--- src/mpm_ram.sv ---
// Generic single-port-write, single-read RAM with registered read.
// No dependencies.
module mpm_ram #(
    parameter int Width = 8,
    parameter int Depth = 16
) (
    input  logic                     i_clk,
    input  logic                     i_we,
    input  logic [$clog2(Depth)-1:0] i_waddr,
    input  logic [Width-1:0]         i_wdata,
    input  logic [$clog2(Depth)-1:0] i_raddr,
    output logic [Width-1:0]         o_rdata
);
    logic [Width-1:0] r_mem [Depth];
    always_ff @(posedge i_clk) begin
        if (i_we) begin
            r_mem[i_waddr] <= i_wdata;
        end
        o_rdata <= r_mem[i_raddr];
    end
endmodule

--- config.mk ---
export PLATFORM = sky130hd
export DESIGN_NAME = mpm_ram
export DESIGN_NICKNAME = d
export VERILOG_FILES = /design/src/mpm_ram.sv
export SDC_FILE = /design/constraint.sdc
export NUM_CORES = 1
export LEC_CHECK = 0
export CORE_MARGIN = 10
export CORE_UTILIZATION = 56
export DETAILED_ROUTE_END_ITERATION = 10
export DONT_BUFFER_PORTS = 1
export GPL_ROUTABILITY_DRIVEN = 0
export PLACE_DENSITY = 0.71
export SETUP_SLACK_MARGIN = 0.5
export SLEW_MARGIN = 10
export SYNTH_ARGS = -nofsm -noshare
export SYNTH_HDL_FRONTEND = slang
export SYNTH_SLANG_ARGS = --single-unit
--- constraint.sdc ---
create_clock -name i_clk -period 2.4 [get_ports i_clk]
set_input_delay 0.24 -clock i_clk [delete_from_list [all_inputs] [get_ports i_clk]]
set_output_delay 0.24 -clock i_clk [all_outputs]
set_load 0.01 [all_outputs]
* Yosys cells after proc, flatten, opt, wreduce, memory -nomap -nowiden *
Memory sizes are Yosys's and may differ from the RTL's. A register that Yosys moved wholly into a read port is not among the register bits.
Cells that the tools add are included.

operators by class
  muxes and demuxes = 2

operators by type and width
  operator  count
  $mux W1   2

storage, ports and cells
  memories = 1
  bits in writable memories = 128
  input port bits = 18
  word-level logic and storage cells = 3
  register bits after elaboration = 0

memory list
  memory  depth  bits a word  rd ports  clocked after memory_dff  wr ports  RTL line  RTL
  r_mem   16     8            1         1                         1         14        logic [Width-1:0] r_mem [Depth];

* Longest topological paths before layout *
  depth in word-level cells = 2
  depth in mapped cells = 5
  depth with buffers taken out = 3

* Worst setup path after synthesis *
Ideal clock, no wire load.

  path kind = input to register
  start point = input port i_waddr[2]
  end point = memory r_mem[0][0], enable pin
  path buffers = 0
  arrival = 1.350 ns
  setup time = 0.383 ns
  stages on the path = 2
  required time = 2.017 ns
  setup slack = 0.667 ns
  cells stage by stage = or3b_2 > nor3_1

RTL lines
  what                RTL line  RTL
  start: declaration  9         input logic [$clog2(Depth)-1:0] i_waddr,
  end: declaration    14

Straight into the memory's write port.

==> run metrics <==
status completed; initial antenna violation count 0; unrepaired setup endpoints after global routing false; antenna cell count 0; layout net count roughly 270; Final Cycle Share between 60% and 70%; global-route wire length before repair between 10000 and 15000 µm; Crit Path Max Fanout 1; Mapped Cells roughly 230; Tmin final 1490 ps; synthesized area per cell 22.5 µm²; crit path DAT 1870 ps; simple-gate area share of the yosys netlist 3.18%; largest family of logic cells by synthesized area multiplexers; HPWL after DPL about 5700 µm; count leader, synth edfxtp_1; via count 2314; antenna-violating nets left 0; mapped cell area 5150 µm²; Pwr Total 5320 µW; Fillers 575; layout cells sized above 1 19.9%; f_max 672 MHz; Crit Path Category reg -> reg; Clock Latency Late Sink 500 ps; Slew @ Worst Pin ~820 ps; register area share after synthesis 77.8%; Num CTS Buffers 17; drt total wl 9450 µm; peak supply drop 0.000495 V; Worst Setup Start Kind register; CTS tree done; Area Overhead vs Synth 14.7%; # IOs 26; Post-CTS Setup Inserts 0; Synth Area in Compound Gates 2.33%; Starting Density around 58%; prevailing post-synth register cell edfxtp_1; xor and xnor area share after synthesis 0%; hold crit path type in -> reg; Yosys reg bits ~140; Final Setup Violations 0; GRT Residual Overflow 0; CTS root buf clkbuf_8; Final Skew 7.44 ps; FF-to-FF Start r_mem[1][1]$_DFFE_PP_; Die H 116 µm; total track usage between 15 and 20%; Syn Nets around 250; critical path required time ~2800 ps; most common library cells after synthesis edfxtp_1 (128), mux4_2 (18), a22oi_1 (16); CTS H-Tree Depth 4; Post-synth EDFFs 128; Lkg Pwr about 0.0019 µW; top cells by area, synth edfxtp_1 (75%), mux4_2 (7.9%), mux4_1 (7.1%); die area 13400 µm²; Distinct cells, synth 19; PortBufs 0; hold buffers post-CTS 9; multiplexer area fraction after synthesis 15.0%; drt drc 0; CTS Buffer Depth 2; drt pass-1 iters 4; Pwr Density approximately 900 nW/µm²; vias in the first global route 2418; drt via density about 6.2; Fin. Hold Viols 0; cell taking the most area after synthesis edfxtp_1; clock transition at the registers of the reported paths ~60 ps; Synth Area in Adders 0%; Rel. slew slack 45.5%; CTS Sinks around 140; max cap viols 0; Pins Over Slew Limit 0; final core occ 66.7%; Worst Setup End Kind register; Async S/R FF share, synth 0%; setup total negative slack 0 ps; core area 8850 µm²; CTS resizes 0; Die Wd about 120 µm; initial DRC count 187; std cell rows 34; Setup crit start r_mem[1][1]$_DFFE_PP_; hold path startpoint i_raddr[1]; largest net degree at the start of global routing 33; Synth top area share 74.7%; Avg WL per Cell 25.3 µm; YS warnings 0
state kept, by name (all words and copies together), names as in the netlist:
signal   flops
o_rdata      8
r_mem      128
per-layer routing:
metal / GRT usage [%] / routed length [µm] / up-vias
met2: 23.1 / 4610 / 89
li1: - / - / 1015
met3: 4.39 / 704 / 8
met1: 20.5 / 4030 / 1202
met5: 0 / 0 / -
met4: 5.59 / 115 / 0
metrics by stage:
step                      std cells  worst slack [ps]  area (µm²)  hold slack (ps)
after floorplan                 229               667        5150              339
after global placement          333               755        5240              340
after detailed placement        333               720        5240              340
after CTS                       374               918        5910             16.5
after global routing            374               848        5910             41.1
final                           374               912        5910             36.1
worst paths after layout:
path | to | slack [ps] | cells past startpoint
max reg2reg | o_rdata[1]$_DFF_P_ | 910 | 3
min | o_rdata[7]$_DFF_P_ | 40 | 3
min reg2reg | o_rdata[3]$_DFF_P_ | 670 | 3
max | o_rdata[1]$_DFF_P_ | 910 | 3
kinds of logic (layout without fill, tap and decap cells):
| kind of cell | count (synthesis) | count (layout) |
|---|---|---|
| multiplexers | 32 | 32 |
| AO/OA/AOI/OAI | 16 | 16 |
| flip-flops | 136 | 136 |
| buffers and inverters | 10 | 47 |
| AND/OR/NAND/NOR | 35 | 35 |
critical path, stage by stage (launching register included):
cell and delay (ps):
edfxtp_1 370, mux4_1 590, a22oi_1 330, nand2_1 80
cells in the final DEF, fill, tap and decap left out, drive strengths merged, types with 6 or more instances in the layout:
master         n
dfxtp          8
a22oi         16
clkinv         9
clkbuf        17
nor2          13
mux4          32
dlygate4sd3    9
nand2          9
buf            6
edfxtp       128
power by group:
| part | internal (µW) | total [µW] | switching (µW) |
|---|---|---|---|
| clock | 1560 | 2460 | 894 |
| combinational | 87.1 | 186 | 98.8 |
| sequential | 2660 | 2680 | 23.6 |
| total | 4310 | 5320 | 1020 |
area by class of cell:
cell class | count | area [µm²] | share of cell area [%]
Clock buffer | 17 | 414 | 7.01
Clock inverter | 15 | 160 | 2.71
Multi-Input combinational cell | 83 | 1060 | 17.9
Sequential cell | 136 | 4000 | 67.8
Timing Repair Buffer | 15 | 135 | 2.29
Tap cell | 108 | 135 | 2.29
Note: power is estimated with default switching activity, not from simulation.
